**src/sv/gal2_pkg.sv**
```systemverilog
// ----------------------------------------------------------------------------
// gal2_pkg
// Shared types and constants of the gradient accumulator with L2 norm.
// ----------------------------------------------------------------------------
package gal2_pkg;

    // Widths fixed by the item and register formats.
    localparam int VALUE_W  = 16;   // Q4.12 gradient values and scales
    localparam int ENTRY_W  = 32;   // Q20.12 accumulator entries
    localparam int SUM_W    = 64;   // Q40.24 sum of squares
    localparam int NORM_W   = 32;   // Q20.12 norm
    localparam int INDEX_W  = 10;
    localparam int ACTIVE_W = 11;
    localparam int ADDR_W   = 5;
    localparam int DATA_W   = 32;

    typedef enum logic [1:0] {
        CMD_ACCUMULATE = 2'd0,
        CMD_CLEAR      = 2'd1,
        CMD_NORM       = 2'd2
    } t_cmd;

    typedef enum logic [2:0] {
        REG_IDENTITY_SCALE = 3'd0,
        REG_RESIDUAL_SCALE = 3'd1,
        REG_USE_IDENTITY   = 3'd2,
        REG_USE_RESIDUAL   = 3'd3,
        REG_ACTIVE_ENTRIES = 3'd4
    } t_reg_index;

    localparam logic STATUS_OK      = 1'b0;
    localparam logic STATUS_INVALID = 1'b1;

endpackage

```
**src/sv/gal2_isqrt.sv**
```systemverilog
// ----------------------------------------------------------------------------
// gal2_isqrt
// Iterative integer square root, two radicand bits per cycle.
// ----------------------------------------------------------------------------
module gal2_isqrt (
    input  logic                        i_clk,
    input  logic                        i_rst_n,
    input  logic                        i_start,
    input  logic [gal2_pkg::SUM_W-1:0]  i_radicand,
    output logic                        o_done,
    output logic [gal2_pkg::NORM_W-1:0] o_root
);
    import gal2_pkg::*;

    localparam logic [SUM_W-1:0] FIRST_BIT = {2'b01, {(SUM_W-2){1'b0}}};
    localparam logic [SUM_W-1:0] LAST_BIT  = {{(SUM_W-1){1'b0}}, 1'b1};

    logic             r_busy;
    logic             r_done;
    logic [SUM_W-1:0] r_x;
    logic [SUM_W-1:0] r_res;
    logic [SUM_W-1:0] r_bit;
    logic [SUM_W-1:0] trial;

    assign trial = r_res + r_bit;

    always_ff @(posedge i_clk) begin
        if (!i_rst_n) begin
            r_busy <= 1'b0;
            r_done <= 1'b0;
        end else begin
            r_done <= 1'b0;
            if (i_start) begin
                r_busy <= 1'b1;
                r_x    <= i_radicand;
                r_res  <= '0;
                r_bit  <= FIRST_BIT;
            end else if (r_busy) begin
                // Restoring step: keep the trial subtraction when it fits.
                if (r_x >= trial) begin
                    r_x   <= r_x - trial;
                    r_res <= (r_res >> 1) + r_bit;
                end else begin
                    r_res <= r_res >> 1;
                end
                r_bit <= r_bit >> 2;
                if (r_bit == LAST_BIT) begin
                    r_busy <= 1'b0;
                    r_done <= 1'b1;
                end
            end
        end
    end

    assign o_done = r_done;
    assign o_root = r_res[NORM_W-1:0];

endmodule

```
**config.mk**
```make
export PLATFORM = sky130hd
export DESIGN_NAME = gal2_isqrt
export DESIGN_NICKNAME = d
export VERILOG_FILES = /design/src/sv/gal2_pkg.sv /design/src/sv/gal2_isqrt.sv
export SDC_FILE = /design/constraint.sdc
export NUM_CORES = 1
export LEC_CHECK = 0
export BUFFER_PORTS_ARGS = -buffer_cell sky130_fd_sc_hd__buf_2
export CORE_MARGIN = 2
export CORE_UTILIZATION = 57
export CTS_BUF_LIST = sky130_fd_sc_hd__clkbuf_8 sky130_fd_sc_hd__clkbuf_16
export DETAILED_ROUTE_END_ITERATION = 8
export PLACE_DENSITY = 0.85
export SETUP_SLACK_MARGIN = 0.5
export SYNTH_ARGS = -nofsm -noshare
export SYNTH_HDL_FRONTEND = slang
export SYNTH_SLANG_ARGS = --single-unit
```
**constraint.sdc**
```tcl
create_clock -name i_clk -period 7.4 [get_ports i_clk]
set_input_delay 0.37 -clock i_clk [delete_from_list [all_inputs] [get_ports i_clk]]
set_output_delay 0.37 -clock i_clk [all_outputs]
set_load 0.005 [all_outputs]
```
==> key figures <==
Clock tree
  – CTS Hold Bufs: 0
  – Clk pin slew, worst setup/hold paths: around 0.07 ns
  – Clk_lat worst skew: 0.45 ns
  – TritonCTS Buffers: 17
  – Post_cts resized: 0
  – CTS tree: yes
  – Clock root buffer: clkbuf_16
  – Clock Sinks: between 150 and 200
  – Postcts setup bufs: 0
  – # H-tree levels: 4
  – CTS Buffer Depth: 2

STA
  – Fin crit share: 0.883
  – Final setup vio count: 0
  – Min Hold Slack: roughly 0.18 ns
  – Worst setup margin: ~0.87 ns
  – Fin crit period: ~6.5 ns
  – Final hold violations: 0
  – Worst slew margin: 0.382
  – Skew final: 0.0168 ns
  – RSZ-0062 raised after global routing: no
  – Final number of max-transition violations: 0
  – Sum of negative setup slack: 0 ns
  – Measured slew at the worst slew-check pin: between 0.9 and 1 ns
  – Max frequency: roughly 150 MHz

Synth
  – Yosys warnings: 0
  – Most frequent cell after synthesis: nand2_1
  – #FFs+latches synth: approximately 160
  – Largest area contributor in the netlist: edfxtp_1
  – Post-Syn Area: around 15,000 µm²
  – Synth Flop Type: edfxtp_1
  – Mapped Cells: between 1,500 and 2,000
  – Post-synth EDFFs: 160
  – Asr flop ratio synth: 0
  – Avg Synthesized Cell Area: between 8 and 9 µm²
  – Synth cell types: between 80 and 90
  – Commonest cells post-synth: 181 x nand2_1, 160 x edfxtp_1, 160 x o21ai_0
  – Top-area cell type share of the netlist area: 0.320
  – Top post-synthesis cells by area: edfxtp_1 32%, ha_1 11%, o21ai_0 5.3%, xnor2_1 5.1%, xor2_1 4.8%
  – Sequential share of the synthesized area: 0.322
  – Syn nets: 1,933

Route
  – Routed len/inst: 20.1 µm
  – Met3 WL: 4160 µm
  – M1 WL: between 15,000 and 20,000 µm
  – Metal2 WL: 18,400 µm
  – DRT Pass-1 Iters: 7
  – Vias: ~14,000
  – Drc violations: 0
  – Initial DRC count: between 1,500 and 2,000
  – Max Used Layer: met4
  – Drt via density: between 6 and 7
  – Post-DRT Antenna Nets: 0
  – Final WL: roughly 42,000 µm

Placement
  – DP Worst Slack: between 0.6 and 0.7 ns
  – DP HPWL: 32,000 µm
  – # placed instances: between 2,000 and 2,500
  – Number of port buffers: about 100
  – Routability Congestion: between 0.9 and 1

GRT
  – Largest net degree at the start of global routing: roughly 130
  – Gr usage total: 0.296
  – Initial antenna violation count: 0
  – First-pass GRT wire length: approximately 67,000 µm
  – Total grt overflow: 0
  – Vias in the first global route: approximately 13,000

Layout
  – Area of the multi-input gates: around 9500 µm²
  – Reg area: approximately 4800 µm²
  – Ant. Diodes: 0
  – Final Non-Filler Cells: between 2,000 and 2,500
  – Area delta synth->final: 7.43%
  – Share of cells above drive strength 1: 0.112
  – Final nets: just under 2,000
  – Fill cells: roughly 2,200

Critical path
  – Critical path required time: between 7 and 8 ns
  – Cell type of the slowest stage on the worst timing path: edfxtp_1
  – Setup crit start kind: flip-flop
  – Type of the worst setup path: flip-flop to flip-flop
  – Max FO, Critical Path: 27
  – WP data arrival: approximately 6.8 ns
  – Worst Setup End Kind: flip-flop
  – CP peak stage delay: 0.49 ns

Floorplanning
  – Die X: between 150 and 200 µm
  – Core area: 26,000 µm²
  – Starting density of the core: 0.578
  – DIE AREA: 27,700 µm²
  – I/O pin cnt: 100
  – Num rows: approximately 60
  – Die Height: around 170 µm

Power
  – Max VDD drop: 0.154 mV
  – Leak: 6.19 nW
  – PwrDens: about 270 nW/µm²
  – Total Power: between 4 and 5 mW

Outcome
  – Status: finished, final reports clean

Run
  – Max Cap Viol: 0

Min path
  – Hold crit path type: primary input to flip-flop
==> logic make-up (layout without fill, tap and decap cells) <==
family / count (synthesis) / after routing / synth area share
and+or+nand+nor: 563 / 563 / 0.179
AOI/OAI and AO/OA: 560 / 560 / 0.240
adders and majority gates: 131 / 131 / 0.110
xor gates and xnor gates: 169 / 169 / 0.0985
DFF: 162 / 162 / 0.322
buffers and inverters: 141 / 177 / 0.0445
muxes: 9 / 9 / 0.00633
==> layer usage <==
layer  vias up  track usage
met5         -            0
met2       648        0.445
met1      6440        0.431
met3        58       0.0612
met4         0       0.0888
li1       6466            -
==> cell type report <==
cell class,instances,area share
multi-input combinational,1432,0.591
sequential,162,0.300
timing repair buffer,106,0.0351
clock buffer,17,0.0263
tap,335,0.0260
clock inverter,15,0.0121
inverter,39,0.00914
==> worst max-delay path, delay by kind of cell, from the launching register on <==
family	cells	cell delay [ns]
xor+xnor	1	0.09
flops	1	0.49
buf+inv	3	1.02
fa+ha+maj	2	0.76
compound gates	10	2.54
simple gates	9	1.38
==> path summary, 6_finish.rpt <==
check | slack [ns] | start | end | cells past startpoint
setup / recovery | 0.87 | r_res[2]$_SDFFCE_PP0P_ | r_res[20]$_SDFFCE_PP0P_ | 25
hold / removal | 0.18 | i_rst_n | o_done$_SDFF_PP0_ | 2
setup reg to reg | 0.87 | r_res[2]$_SDFFCE_PP0P_ | r_res[20]$_SDFFCE_PP0P_ | 25
hold reg to reg | 0.49 | r_busy$_SDFF_PN0_ | o_done$_SDFF_PP0_ | 1
==> state kept, by name, indices dropped and copies added, names as in the netlist <==
| register | flops |
|---|---|
| r_busy | 1 |
| o_done | 1 |
| r_bit | 32 |
| r_res | 64 |
| r_x | 64 |
==> where the power goes <==
| group | internal, mW | switching, mW |
|---|---|---|
| combinational | 0.790 | 1.23 |
| clock | 0.543 | 0.424 |
| sequential | 1.18 | 0.129 |
| total | 2.51 | 1.78 |
==> cells in the final DEF (no fill, tap or decap), types with 11 or more instances in the layout <==
cell type	instances
nand2_1	181
edfxtp_1	160
o21ai_0	159
nor2_1	145
ha_1	130
a21oi_1	118
buf_2	98
xnor2_1	87
xor2_1	82
a31oi_1	65
nor2b_1	53
a21o_1	45
inv_1	37
nand4_1	36
nand3_1	34
o21bai_1	31
nor3_1	28
a211oi_1	25
a31o_2	17
clkbuf_16	17
and2_1	15
and3_1	14
nor4_1	13
or3_1	11
==> per-stage QoR <==
stage               instance area [µm²]  utilization
floorplan                         15000            -
global placement                  15500        0.597
detailed placement                15500        0.597
CTS                               16100        0.621
global route                      16100        0.621
finish                            16100        0.621
(Power assumes the default switching activity.)
